==> src/rtl/follow_target_velocity_control_core_assert.svh <==
// Assertion macros for the follow-target velocity control core.
// Used by the top level; no other dependencies.
`ifndef FOLLOW_TARGET_VELOCITY_CONTROL_CORE_ASSERT_SVH
`define FOLLOW_TARGET_VELOCITY_CONTROL_CORE_ASSERT_SVH

`ifndef SYNTHESIS
// same-cycle implication, disabled in reset
`define FTVC_ASSERT_NOW(label, clk, rst_n, ante, cons) \
    label: assert property (@(posedge clk) disable iff (!rst_n) (ante) |-> (cons)) \
        else $error("ftvc assertion failed");
// next-cycle implication, disabled in reset
`define FTVC_ASSERT_NEXT(label, clk, rst_n, ante, cons) \
    label: assert property (@(posedge clk) disable iff (!rst_n) (ante) |=> (cons)) \
        else $error("ftvc assertion failed");
`else
`define FTVC_ASSERT_NOW(label, clk, rst_n, ante, cons)
`define FTVC_ASSERT_NEXT(label, clk, rst_n, ante, cons)
`endif

`endif

==> src/rtl/ftvc_pkg.sv <==
// Shared types and constants for the follow-target velocity control core.
// No dependencies.
package ftvc_pkg;

    localparam int unsigned DIST_W = 16;
    localparam int unsigned BEAR_W = 16;
    localparam int unsigned GAIN_W = 12;
    localparam int unsigned TOL_W  = 15;
    localparam int unsigned SPD_W  = 13;
    localparam int unsigned ADDR_W = 5;
    localparam int unsigned DATA_W = 32;
    localparam int unsigned FRAC_W = 10;
    localparam int unsigned PROD_W = DIST_W + GAIN_W;

    localparam logic [GAIN_W-1:0]       C_MIN_TURN_RATE = 12'd512;
    localparam logic signed [SPD_W-1:0] C_BACK_SPEED    = -13'sd512;
    localparam logic signed [SPD_W-1:0] C_MIN_TURN_S    = 13'sd512;
    localparam logic [1:0]              C_HOLD_MAX      = 2'd3;

    localparam logic [GAIN_W-1:0] RST_LINEAR_GAIN   = 12'd205;
    localparam logic [GAIN_W-1:0] RST_MIN_LINEAR    = 12'd205;
    localparam logic [GAIN_W-1:0] RST_MAX_LINEAR    = 12'd2048;
    localparam logic [DIST_W-1:0] RST_REACH_DIST    = 16'd1536;
    localparam logic [DIST_W-1:0] RST_BACK_DIST     = 16'd1024;
    localparam logic [GAIN_W-1:0] RST_ANGULAR_GAIN  = 12'd819;
    localparam logic [GAIN_W-1:0] RST_MAX_ANGULAR   = 12'd1024;
    localparam logic [TOL_W-1:0]  RST_ANGLE_TOL     = 15'd512;

    typedef enum logic [2:0] {
        REG_LINEAR_GAIN  = 3'd0,
        REG_MIN_LINEAR   = 3'd1,
        REG_MAX_LINEAR   = 3'd2,
        REG_REACH_DIST   = 3'd3,
        REG_BACK_DIST    = 3'd4,
        REG_ANGULAR_GAIN = 3'd5,
        REG_MAX_ANGULAR  = 3'd6,
        REG_ANGLE_TOL    = 3'd7
    } t_reg_idx;

    typedef struct packed {
        logic [GAIN_W-1:0] linear_gain;
        logic [GAIN_W-1:0] min_linear_speed;
        logic [GAIN_W-1:0] max_linear_speed;
        logic [DIST_W-1:0] reach_distance;
        logic [DIST_W-1:0] back_distance;
        logic [GAIN_W-1:0] angular_gain;
        logic [GAIN_W-1:0] max_angular_speed;
        logic [TOL_W-1:0]  angle_tolerance;
    } t_cfg;

endpackage

==> src/rtl/ftvc_regs.sv <==
// APB-style configuration register file of the follow-target core.
// Depends on ftvc_pkg.
module ftvc_regs
    import ftvc_pkg::*;
(
    input  logic              i_clk,
    input  logic              i_rst_n,
    input  logic              psel,
    input  logic              penable,
    input  logic              pwrite,
    input  logic [ADDR_W-1:0] paddr,
    input  logic [DATA_W-1:0] pwdata,
    output logic [DATA_W-1:0] prdata,
    output logic              pready,
    output t_cfg              o_cfg
);

    t_cfg     r_cfg;
    t_reg_idx w_idx;
    logic     w_wr;

    assign pready = 1'b1;
    assign w_idx  = t_reg_idx'(paddr[ADDR_W-1:2]);
    assign w_wr   = psel && penable && pwrite;
    assign o_cfg  = r_cfg;

    always_ff @(posedge i_clk) begin
        if (!i_rst_n) begin
            r_cfg.linear_gain       <= RST_LINEAR_GAIN;
            r_cfg.min_linear_speed  <= RST_MIN_LINEAR;
            r_cfg.max_linear_speed  <= RST_MAX_LINEAR;
            r_cfg.reach_distance    <= RST_REACH_DIST;
            r_cfg.back_distance     <= RST_BACK_DIST;
            r_cfg.angular_gain      <= RST_ANGULAR_GAIN;
            r_cfg.max_angular_speed <= RST_MAX_ANGULAR;
            r_cfg.angle_tolerance   <= RST_ANGLE_TOL;
        end else if (w_wr) begin
            unique case (w_idx)
                REG_LINEAR_GAIN:  r_cfg.linear_gain       <= pwdata[GAIN_W-1:0];
                REG_MIN_LINEAR:   r_cfg.min_linear_speed  <= pwdata[GAIN_W-1:0];
                REG_MAX_LINEAR:   r_cfg.max_linear_speed  <= pwdata[GAIN_W-1:0];
                REG_REACH_DIST:   r_cfg.reach_distance    <= pwdata[DIST_W-1:0];
                REG_BACK_DIST:    r_cfg.back_distance     <= pwdata[DIST_W-1:0];
                REG_ANGULAR_GAIN: r_cfg.angular_gain      <= pwdata[GAIN_W-1:0];
                REG_MAX_ANGULAR:  r_cfg.max_angular_speed <= pwdata[GAIN_W-1:0];
                REG_ANGLE_TOL:    r_cfg.angle_tolerance   <= pwdata[TOL_W-1:0];
            endcase
        end
    end

    always_comb begin
        unique case (w_idx)
            REG_LINEAR_GAIN:  prdata = DATA_W'(r_cfg.linear_gain);
            REG_MIN_LINEAR:   prdata = DATA_W'(r_cfg.min_linear_speed);
            REG_MAX_LINEAR:   prdata = DATA_W'(r_cfg.max_linear_speed);
            REG_REACH_DIST:   prdata = DATA_W'(r_cfg.reach_distance);
            REG_BACK_DIST:    prdata = DATA_W'(r_cfg.back_distance);
            REG_ANGULAR_GAIN: prdata = DATA_W'(r_cfg.angular_gain);
            REG_MAX_ANGULAR:  prdata = DATA_W'(r_cfg.max_angular_speed);
            REG_ANGLE_TOL:    prdata = DATA_W'(r_cfg.angle_tolerance);
        endcase
    end

endmodule

==> src/rtl/ftvc_cmd.sv <==
// Velocity command datapath: distance and bearing to speed commands and
// next hold count. Purely combinational; depends on ftvc_pkg.
module ftvc_cmd
    import ftvc_pkg::*;
(
    input  t_cfg                     i_cfg,
    input  logic [DIST_W-1:0]        i_distance,
    input  logic signed [BEAR_W-1:0] i_bearing,
    input  logic [1:0]               i_hold_cnt,
    output logic signed [SPD_W-1:0]  o_linear_speed,
    output logic signed [SPD_W-1:0]  o_angular_speed,
    output logic [1:0]               o_hold_cnt
);

    localparam int unsigned RAW_W = PROD_W - FRAC_W;

    logic [PROD_W-1:0]          w_lin_prod;
    logic [RAW_W-1:0]           w_lin_raw;
    logic [GAIN_W-1:0]          w_lin_hi;
    logic [GAIN_W-1:0]          w_lin_v;
    logic signed [SPD_W-1:0]    w_lin_dist;
    logic [BEAR_W-1:0]          w_mag;
    logic [PROD_W-1:0]          w_ang_prod;
    logic [RAW_W-1:0]           w_ang_raw;
    logic [GAIN_W-1:0]          w_ang_hi;
    logic [GAIN_W-1:0]          w_rate;
    logic signed [SPD_W-1:0]    w_rate_pos;
    logic signed [BEAR_W:0]     w_b;
    logic signed [BEAR_W:0]     w_tol;
    logic signed [BEAR_W:0]     w_half;
    logic                       w_allowed;
    logic [1:0]                 w_cnt_turn;

    // forward speed: truncated product, clamp to max then raise to min
    assign w_lin_prod = PROD_W'(i_distance) * PROD_W'(i_cfg.linear_gain);
    assign w_lin_raw  = w_lin_prod[PROD_W-1:FRAC_W];
    assign w_lin_hi   = (w_lin_raw > RAW_W'(i_cfg.max_linear_speed)) ?
                        i_cfg.max_linear_speed : w_lin_raw[GAIN_W-1:0];
    assign w_lin_v    = (w_lin_hi < i_cfg.min_linear_speed) ?
                        i_cfg.min_linear_speed : w_lin_hi;

    always_comb begin
        if (i_distance > i_cfg.reach_distance) begin
            w_lin_dist = $signed({1'b0, w_lin_v});
        end else if (i_distance < i_cfg.back_distance) begin
            w_lin_dist = C_BACK_SPEED;
        end else begin
            w_lin_dist = '0;
        end
    end

    // turn rate on the bearing magnitude, so truncation is symmetric
    assign w_mag      = i_bearing[BEAR_W-1] ? BEAR_W'(-i_bearing) : BEAR_W'(i_bearing);
    assign w_ang_prod = PROD_W'(w_mag) * PROD_W'(i_cfg.angular_gain);
    assign w_ang_raw  = w_ang_prod[PROD_W-1:FRAC_W];
    assign w_ang_hi   = (w_ang_raw > RAW_W'(i_cfg.max_angular_speed)) ?
                        i_cfg.max_angular_speed : w_ang_raw[GAIN_W-1:0];
    assign w_rate     = (w_ang_hi < C_MIN_TURN_RATE) ? C_MIN_TURN_RATE : w_ang_hi;
    assign w_rate_pos = $signed({1'b0, w_rate});

    assign w_b    = $signed({i_bearing[BEAR_W-1], i_bearing});
    assign w_tol  = $signed({2'b00, i_cfg.angle_tolerance});
    assign w_half = $signed({3'b000, i_cfg.angle_tolerance[TOL_W-1:1]});

    // turn in place only from an idle or expired hold count
    assign w_allowed  = (i_hold_cnt == 2'd0) || (i_hold_cnt == C_HOLD_MAX);
    assign w_cnt_turn = w_allowed ? 2'd0 : i_hold_cnt + 2'd1;

    always_comb begin
        o_linear_speed  = w_lin_dist;
        o_angular_speed = '0;
        o_hold_cnt      = 2'd1;
        if (i_distance == '0 && i_bearing == '0) begin
            o_linear_speed = '0;
            o_hold_cnt     = i_hold_cnt;
        end else if (w_b > w_tol) begin
            o_hold_cnt = w_cnt_turn;
            if (w_allowed) begin
                o_linear_speed  = '0;
                o_angular_speed = w_rate_pos;
            end
        end else if (w_b > w_half) begin
            o_angular_speed = w_rate_pos;
        end else if (w_b < -w_tol) begin
            o_hold_cnt = w_cnt_turn;
            if (w_allowed) begin
                o_linear_speed  = '0;
                o_angular_speed = -w_rate_pos;
            end
        end else if (w_b < -w_half) begin
            o_angular_speed = -w_rate_pos;
        end
    end

endmodule

==> src/rtl/follow_target_velocity_control_core.sv <==
// Top level of the follow-target velocity control core: input stage,
// command datapath, result stage, hold counter. Depends on ftvc_pkg,
// ftvc_regs, ftvc_cmd and the assertion macro header.
//
//  channel  | direction | handshake                | payload
//  ---------+-----------+--------------------------+-------------------------------
//  in       | to core   | i_in_valid / o_in_ready  | i_distance, i_bearing
//  out      | from core | o_out_valid / i_out_ready| o_linear_speed, o_angular_speed
//  config   | to core   | psel, penable / pready   | paddr, pwdata, prdata
//
// One beat per cycle sustained while the output is ready; a result passes through
// the input register and then the result register around ftvc_cmd.
// Synchronous active-low reset clears valids, the hold counter and loads
// the register defaults. A stalled output holds its beat; the input stage
// still takes a new beat whenever its content moves to the output.
`include "follow_target_velocity_control_core_assert.svh"

module follow_target_velocity_control_core
    import ftvc_pkg::*;
(
    input  logic                     i_clk,
    input  logic                     i_rst_n,
    input  logic                     i_in_valid,
    output logic                     o_in_ready,
    input  logic [DIST_W-1:0]        i_distance,
    input  logic signed [BEAR_W-1:0] i_bearing,
    output logic                     o_out_valid,
    input  logic                     i_out_ready,
    output logic signed [SPD_W-1:0]  o_linear_speed,
    output logic signed [SPD_W-1:0]  o_angular_speed,
    input  logic                     psel,
    input  logic                     penable,
    input  logic                     pwrite,
    input  logic [ADDR_W-1:0]        paddr,
    input  logic [DATA_W-1:0]        pwdata,
    output logic [DATA_W-1:0]        prdata,
    output logic                     pready
);

    t_cfg                    w_cfg;
    logic                    r_in_valid;
    logic [DIST_W-1:0]       r_distance;
    logic signed [BEAR_W-1:0] r_bearing;
    logic                    r_out_valid;
    logic signed [SPD_W-1:0] r_lin;
    logic signed [SPD_W-1:0] r_ang;
    logic [1:0]              r_hold_cnt;
    logic [1:0]              n_hold_cnt;
    logic signed [SPD_W-1:0] n_lin;
    logic signed [SPD_W-1:0] n_ang;
    logic                    w_advance;
    logic                    w_accept;

    ftvc_regs u_regs (
        .i_clk   (i_clk),
        .i_rst_n (i_rst_n),
        .psel    (psel),
        .penable (penable),
        .pwrite  (pwrite),
        .paddr   (paddr),
        .pwdata  (pwdata),
        .prdata  (prdata),
        .pready  (pready),
        .o_cfg   (w_cfg)
    );

    ftvc_cmd u_cmd (
        .i_cfg           (w_cfg),
        .i_distance      (r_distance),
        .i_bearing       (r_bearing),
        .i_hold_cnt      (r_hold_cnt),
        .o_linear_speed  (n_lin),
        .o_angular_speed (n_ang),
        .o_hold_cnt      (n_hold_cnt)
    );

    // move the staged beat forward when the result slot is free or draining
    assign w_advance   = r_in_valid && (!r_out_valid || i_out_ready);
    assign o_in_ready  = !r_in_valid || w_advance;
    assign w_accept    = i_in_valid && o_in_ready;

    assign o_out_valid     = r_out_valid;
    assign o_linear_speed  = r_lin;
    assign o_angular_speed = r_ang;

    always_ff @(posedge i_clk) begin
        if (!i_rst_n) begin
            r_in_valid  <= 1'b0;
            r_out_valid <= 1'b0;
            r_hold_cnt  <= 2'd0;
        end else begin
            if (w_accept) begin
                r_in_valid <= 1'b1;
            end else if (w_advance) begin
                r_in_valid <= 1'b0;
            end
            if (w_advance) begin
                r_out_valid <= 1'b1;
                r_hold_cnt  <= n_hold_cnt;
            end else if (i_out_ready) begin
                r_out_valid <= 1'b0;
            end
        end
    end

    always_ff @(posedge i_clk) begin
        if (w_accept) begin
            r_distance <= i_distance;
            r_bearing  <= i_bearing;
        end
        if (w_advance) begin
            r_lin <= n_lin;
            r_ang <= n_ang;
        end
    end

    // hold count changes only as a beat moves to the result register
    `FTVC_ASSERT_NEXT(a_hold_stable, i_clk, i_rst_n, !w_advance, $stable(r_hold_cnt))
    // any commanded turn is at least the minimum turn rate
    `FTVC_ASSERT_NOW(a_turn_floor, i_clk, i_rst_n, o_out_valid && (o_angular_speed != '0), (o_angular_speed >= C_MIN_TURN_S) || (o_angular_speed <= -C_MIN_TURN_S))
    // the only reverse command is the back-off speed
    `FTVC_ASSERT_NOW(a_back_speed, i_clk, i_rst_n, o_out_valid && (o_linear_speed < 0), o_linear_speed == C_BACK_SPEED)

endmodule

==> config.mk <==
export PLATFORM = sky130hd
export DESIGN_NAME = follow_target_velocity_control_core
export DESIGN_NICKNAME = d
export VERILOG_FILES = /design/src/rtl/ftvc_pkg.sv /design/src/rtl/ftvc_regs.sv /design/src/rtl/ftvc_cmd.sv /design/src/rtl/follow_target_velocity_control_core.sv
export VERILOG_INCLUDE_DIRS = /design/src /design/src/rtl
export SDC_FILE = /design/constraint.sdc
export NUM_CORES = 1
export LEC_CHECK = 0
export BUFFER_PORTS_ARGS = -buffer_cell sky130_fd_sc_hd__buf_2
export CAP_MARGIN = 20
export CORE_MARGIN = 1
export CORE_UTILIZATION = 65
export CTS_CLUSTER_SIZE = 25
export DETAILED_ROUTE_END_ITERATION = 8
export PLACE_DENSITY = 0.84
export SLEW_MARGIN = 15
export SYNTH_ARGS = -nofsm -noshare
export SYNTH_HDL_FRONTEND = slang
export SYNTH_HIERARCHICAL = 1
export SYNTH_SLANG_ARGS = --single-unit
export TNS_END_PERCENT = 1
==> constraint.sdc <==
create_clock -name i_clk -period 14.5 [get_ports i_clk]
set_clock_uncertainty 0.2 [all_clocks]
set_input_delay 2.175 -clock i_clk [delete_from_list [all_inputs] [get_ports i_clk]]
set_output_delay 2.175 -clock i_clk [all_outputs]
set_load 0.05 [all_outputs]
==> results of run 1 <==
==> flip-flops by register name, summed over array words and instances, names as in the netlist <==
signal / flops
o_angular_speed: 13
r_distance: 16
r_in_valid: 1
u_regs/o_cfg: 107
o_linear_speed: 13
o_out_valid: 1
r_hold_cnt: 2
r_bearing: 16
==> worst register-to-register path, delay by kind of cell (launching register included) <==
family                   cells  cell delay, ps
AO/OA/AOI/OAI               16            4540
XOR/XNOR                     1             140
adder cells (fa/ha/maj)      8            3540
buffers and inverters        3             390
flip-flops                   1             990
AND/OR/NAND/NOR              7            1410
==> worst max-delay path by stage <==
stage / slack [ps] / startpoint / end / cells past startpoint
final: 3100 / u_regs/o_cfg[104] / o_linear_speed[11] / 35
after global routing: 2520 / u_regs/o_cfg[102] / o_linear_speed[11] / 36
after CTS: 3380 / u_regs/o_cfg[104] / o_linear_speed[11] / 35
after detailed placement: 3440 / u_regs/o_cfg[104] / o_linear_speed[11] / 35
after global placement: 3620 / u_regs/o_cfg[104] / o_linear_speed[11] / 35
after floorplan: 4820 / r_bearing[3] / o_angular_speed[10] / 37
==> final cells by class <==
class / instances / share of cell area [%]
Tap cell: 468 / 2.30
Multi-Input combinational cell: 2121 / 70.6
Inverter: 449 / 6.63
Sequential cell: 169 / 15.6
Timing Repair Buffer: 118 / 2.49
Clock buffer: 20 / 1.92
Clock inverter: 12 / 0.477
==> stage by stage <==
stage / area (µm²) / power [mW]
after floorplan: 24400 / 3.54
after global placement: 24800 / 4.21
after detailed placement: 24800 / 4.32
after CTS: 25400 / 4.84
after global routing: 25400 / 5.40
final: 25400 / 4.90
==> Yosys cell counts (6+ instances only) <==
master,instances,area share [%]
buf_4,33,1.0
a21boi_1,20,0.62
o21ai_0,99,2.0
a211o_1,6,0.22
buf_2,29,0.60
mux2i_1,30,1.2
nand2_1,528,8.1
nor4_1,10,0.26
xor2_1,18,0.65
a21oi_1,79,1.6
ha_1,257,13
mux2_2,14,0.65
a311oi_1,8,0.29
nand3b_1,7,0.22
o21a_1,17,0.52
edfxtp_1,58,7.2
a21o_1,28,0.86
inv_1,449,6.9
clkbuf_1,88,1.4
nand4_1,24,0.62
dfxtp_1,111,9.1
and3_1,8,0.21
and2_1,138,3.5
a22o_1,17,0.61
a221oi_1,22,0.79
or3_1,13,0.33
nor3_1,39,0.80
o211ai_1,6,0.18
o21bai_1,7,0.22
xnor2_1,55,2.0
nand3_1,44,0.90
o31ai_1,12,0.37
a2111oi_0,6,0.22
nor3b_1,7,0.22
nand2b_1,20,0.51
a21boi_0,67,2.1
a211oi_1,15,0.46
nor2_1,81,1.2
nor2b_1,23,0.59
fa_1,278,23
a31oi_1,8,0.21
==> power by group through the flow <==
| stage | clock [mW] | combinational (mW) | sequential [mW] |
|---|---|---|---|
| 2_1_floorplan | 0 | 2.87 | 0.670 |
| 3_3_place_gp | 0 | 3.61 | 0.601 |
| 3_5_place_dp | 0 | 3.72 | 0.602 |
| 4_1_cts | 0.488 | 3.76 | 0.591 |
| 5_1_grt | 0.505 | 4.30 | 0.596 |
| 6_report | 0.486 | 3.82 | 0.593 |
==> layer usage <==
layer	GRT usage (%)	vias up
li1	-	9336
met1	48.7	10034
met2	58.2	1145
met3	6.13	218
met4	14.3	0
met5	0	-
==> cell families after synthesis <==
family / Yosys count / share of synthesized area (%)
other: 2 / 0.0308
XOR/XNOR: 73 / 2.63
buffers and inverters: 608 / 10.4
AND/OR/NAND/NOR: 989 / 19.5
multiplexers: 44 / 1.88
AO/OA/AOI/OAI: 463 / 13.3
adder cells (fa/ha/maj): 535 / 36.1
flip-flops: 169 / 16.3
==> summary.txt, run 1 <==
Outcome: completed
Hold_ws: 279 ps
Hold Crit Class: reg -> reg
Max FO, Critical Path: 21
CTS HTree Levels: 4
Register share of total power: 12.1%
Worst hold path stage count: 2
DRT antenna net count: 0
Fill count: 2843
Starting density of the core: 66.4%
Clock Latency Late Sink: 450 ps
Row cnt: 70
Hold Path End: r_hold_cnt[0]
Number of hold buffers added after cts: 0
Crit-path leading delay family: compound AO/OA/AOI/OAI gates
Vias per cell: 6.18
Worst Setup Start Kind: flip-flop
Register-to-Register Setup Slack: 3100 ps
Global-route wire length before repair: 108000 µm
Achievable frequency: 87.7 MHz
Total negative setup slack: 0 ps
Worst slew pin tran: 1150 ps
Final non-filler cell total: 3357
Clock tree root buffer cell: clkbuf_16
Pwr dens: 193 nW/µm²
Synth cell types: 100
Vias post-DR: 20733
Power share of the clock group: 9.9%
Routed wire length: 67400 µm
Crit-path max cell delay: 990 ps
Clock slew seen by the registers of the worst setup and hold paths: 80 ps
Commonest non-fill, non-tap cell in the layout: nand2_1
WL met2: 30600 µm
Async SR Flop Fraction: 0%
Die Y: 196 µm
Fin worst setup slack: 3100 ps
Yosys warning count: 6
Count of buffers from port buffering: 101
GP Congestion: 0.934
Pleak: 12.0 nW
Max layer used: met4
# diodes: 0
Crit path buffers/inverters: 3
Slew HR: 22.7%
Final Util: 69.3%
DR WL/cell: 20.1 µm
Die Footprint: 38200 µm²
Met1 Wirelength: 27200 µm
Post-DP HPWL: 50000 µm
Multi-input combinational cell area: 18000 µm²
Number of flops mapped to enable cells by yosys: 58
Cell count after synthesis: 2883
Internal power: 2.30 mW
Top FF cell, synth: dfxtp_1
Worst R2R Start: u_regs/o_cfg[104]
Setup repair bufs after CTS: 0
Synthesized area: 24400 µm²
CTS tree: built
WP data required: 14520 ps
Final slew viol count: 0
DR iter-0 viols: 2133
Final Hold Viols: 0
Fraction of layout instances using a drive strength above 1: 7.30%
Worst slack, placed: 3440 ps
CTS Buffer Depth: 2
Top cell by count, worst path: o21ai_0
Period utilization: 78.6%
Sw frac: 53.1%
Post-Place Cells: 3322
DRC violation count after routing: 0
Met3 wire len: 6930 µm
Vias in the first global route: 20976
Die Width: 196 µm
Critical path class: reg -> reg
R2R depth: 35
CTS resizes: 0
Layout area overhead: 4.44%
FF/Latch Area: 3960 µm²
WP data arrival: 11430 ps
Clk sinks: 169
GRT overflow: 0
Largest net degree at the start of global routing: 114
Synthesis-stage register bit count: 169
Tmin final: 11400 ps
GRT Total Usage: 36.2%
Seq/Total Area, Yosys: 16.3%
I/O Pins: 137
TritonRoute pass-1 iters: 8
Slowest-stage cell, CP: dfxtp_1
Critical Path Sink Type: flip-flop
Syn_area_per_cell: 8.45 µm²
Hold path start: r_hold_cnt[0]
Total net switching power: 2.60 mW
CTS Buf Count: 17
Max Cap Violations: 0
Worst ir drop on vdd: 0.270 mV
Reg-to-reg endpoint: o_linear_speed[11]
Gate power share: 78.0%
Antenna violations before repair: 0
Endpoints failing setup: 0
Unrepaired setup endpoints after global routing: no
Most frequent cells in the layout: nand2_1 (528), inv_1 (449), fa_1 (278), ha_1 (257), and2_1 (137)
Total Nets Final: 3487
Core Area: 36700 µm²
(Power assumes the default switching activity.)
==> run 2: changes to the inputs <==
--- a/config.mk
+++ b/config.mk
@@ -9,10 +9,10 @@
 export BUFFER_PORTS_ARGS = -buffer_cell sky130_fd_sc_hd__buf_2
 export CAP_MARGIN = 20
 export CORE_MARGIN = 1
-export CORE_UTILIZATION = 65
+export CORE_UTILIZATION = 58
 export CTS_CLUSTER_SIZE = 25
 export DETAILED_ROUTE_END_ITERATION = 8
-export PLACE_DENSITY = 0.84
+export PLACE_DENSITY = 0.79
 export SLEW_MARGIN = 15
 export SYNTH_ARGS = -nofsm -noshare
 export SYNTH_HDL_FRONTEND = slang
==> constraint.sdc (replaced) <==
create_clock -name i_clk -period 9.44 [get_ports i_clk]
set_clock_uncertainty 0.2 [all_clocks]
set_input_delay 1.416 -clock i_clk [delete_from_list [all_inputs] [get_ports i_clk]]
set_output_delay 1.416 -clock i_clk [all_outputs]
set_load 0.05 [all_outputs]
==> run 2 against run 1 <==
Compared with the run above:
- the flow now finishes with violations (DRC)
- wire length up 4.5%
- sequential power up 49%
- via count up 2.8%
- clock power up 49%
==> summary.txt, run 2 (synthesis results as in run 1) <==
Outcome: finished, violations left
Failing checks: DRC
Clock slew seen by the registers of the worst setup and hold paths: 70 ps (about the same)
Hold Crit Class: reg -> reg
Vias in the first global route: 21202 (+1.1%)
Die Footprint: 42800 µm² (+12%)
Slowest-stage cell, CP: fa_1
Total Nets Final: 3677 (+5.4%)
PnR Total Power: 9.39 mW (+91%)
DR iter-0 viols: 2002 (-6.1%)
Worst hold path stage count: 2 (unchanged)
Sw frac: 50.0% (-3.1 points)
Final slew viol count: 0 (unchanged)
Fill count: 3317 (+17%)
R2R depth: 34 (-2.9%)
Max Cap Violations: 0 (unchanged)
Post-Place Cells: 3554 (+7.0%)
GRT Total Usage: 33.3% (-2.8 points)
Die Width: 207 µm (+5.8%)
Pwr dens: 341 nW/µm² (+77%)
Final Hold Viols: 0 (unchanged)
Antenna violations before repair: 1 (+1)
Power share of the clock group: 7.7% (-2.2 points)
Global-route wire length before repair: 111000 µm (+2.0%)
Vias per cell: 5.90 (-4.4%)
Clock tree root buffer cell: clkbuf_16
Post-DP HPWL: 54200 µm (+8.3%)
Top cell by count, worst path: fa_1
Worst ir drop on vdd: 0.466 mV (+73%)
Period utilization: 98.5% (+20 points)
Max FO, Critical Path: 7 (-67%)
Clk sinks: 169 (unchanged)
Gate power share: 82.9% (+4.9 points)
Layout area overhead: 13.0%
Fin area: 27500 µm² (+8.2%)
Number of flip-flops in the largest register: 107 (unchanged)
Row cnt: 74 (+5.7%)
Worst Setup Start Kind: flip-flop
Die Y: 207 µm (+5.8%)
Crit-path max cell delay: 550 ps (-440 ps)
Fraction of layout instances using a drive strength above 1: 15.8% (+8.5 points)
DRC violation count after routing: 3 (+3)
Commonest non-fill, non-tap cell in the layout: nand2_1
TritonRoute pass-1 iters: 9 (+1)
Final non-filler cell total: 3610 (+7.5%)
CTS Buf Count: 17 (unchanged)
Starting density of the core: 59.2% (-7.1 points)
DRT antenna net count: 0 (unchanged)
CTS Buffer Depth: 2 (unchanged)
Critical path class: reg -> reg
Clock Latency Late Sink: 460 ps (about the same)
Worst slew pin tran: 1060 ps (-86.7 ps)
Post-DP Area: 26100 µm² (+5.5%)
Critical Path Sink Type: flip-flop
Slew HR: 29.2% (+6.4 points)
# diodes: 0 (unchanged)
WP data arrival: 9350 ps (-2080 ps)
GRT overflow: 0 (unchanged)
Internal power: 4.70 mW (+100%)
Routed wire length: 70400 µm (+4.5%)
Unrepaired setup endpoints after global routing: yes
Achievable frequency: 108 MHz (+23%)
Most frequent cells in the layout: nand2_1 (521), inv_1 (449), fa_1 (277), ha_1 (246), buf_4 (196)
Largest net degree at the start of global routing: 61 (-46%)
Vias post-DR: 21309 (+2.8%)
Total negative setup slack: 0 ps (unchanged)
Count of buffers from port buffering: 101 (unchanged)
GP Congestion: 0.973 (+4.3%)
Register share of total power: 9.4% (-2.7 points)
WP data required: 9490 ps (-5030 ps)
Pleak: 13.0 nW (+8.9%)
Core Area: 41100 µm² (+12%)
Tmin final: 9300 ps (-2100 ps)
CTS tree: built
Total net switching power: 4.69 mW (+80%)
CTS HTree Levels: 4 (unchanged)
DR WL/cell: 19.5 µm (-2.9%)
I/O Pins: 137 (unchanged)
Endpoints failing setup: 0 (unchanged)
## run 2: changes by cell type in the layout (fill, tap and decap cells not counted), moves of 9 or more
cell / delta
ha_1: -11
buf_4: +182
o21ai_0: -19
dfxtp_1: -9
a21oi_1: -10
buf_6: +10
xnor2_1: -9
o21ai_1: +11
## run 2: per-layer routing
layer,global-route usage (%),vias to the layer above,share of wire [%]
met5,0,-,0
met4,11.8,0,3.3
met3,5.15,172,8.6
met2,52.9,1036,46
met1,46.2,10384,42
li1,-,9717,-
## run 2: path summary, 6_finish.rpt
check             slack, ps        startpoint           endpoint
setup / recovery        140     r_distance[8]  o_linear_speed[9]
hold / removal          280  u_regs/o_cfg[79]   u_regs/o_cfg[79]
setup reg to reg        140     r_distance[8]  o_linear_speed[9]
hold reg to reg         280  u_regs/o_cfg[79]   u_regs/o_cfg[79]
## run 2: repair_timing
item	4_1_cts	5_1_grt
hold buffers	0	0
pin swaps	8	65
gates resized for setup	35	105
setup endpoints to repair	16	23
buffers inserted	7	19
## run 2: through the flow
step           setup WS (ps)  util, %  hold slack [ps]
2_1_floorplan          -16.8        -              235
3_3_place_gp            -161     63.6              244
3_5_place_dp            -378     63.6              265
4_1_cts                 2.15     65.4              274
5_1_grt                 -182     67.0              295
6_report                 141     67.0              278
## run 2: power groups by stage
stage | sequential [mW] | clock [mW] | combinational [mW]
global route | 0.886 | 0.760 | 8.53
global placement | 0.896 | 0 | 6.48
CTS | 0.881 | 0.729 | 6.89
finish | 0.881 | 0.723 | 7.78
detailed placement | 0.896 | 0 | 6.69
floorplan | 1.03 | 0 | 4.44
## run 2: final cells by class
cell class | instances | area [µm²] | share of cell area (%)
clock inverters | 10 | 104 | 0.377
inverters | 449 | 1690 | 6.12
multi-input cells | 2121 | 18500 | 67.2
flip-flops and latches | 169 | 3980 | 14.5
well taps | 532 | 666 | 2.42
clock buffers | 21 | 472 | 1.71
repair buffers | 308 | 2110 | 7.66
## run 2: worst max-delay path, delay by kind of cell (launching register included)
| kind | cells | cell delay, ps |
|---|---|---|
| AOI/OAI and AO/OA | 9 | 2230 |
| xor gates and xnor gates | 1 | 150 |
| adders and majority gates | 8 | 3400 |
| buffers and inverters | 7 | 720 |
| DFF | 1 | 530 |
| and+or+nand+nor | 9 | 1860 |
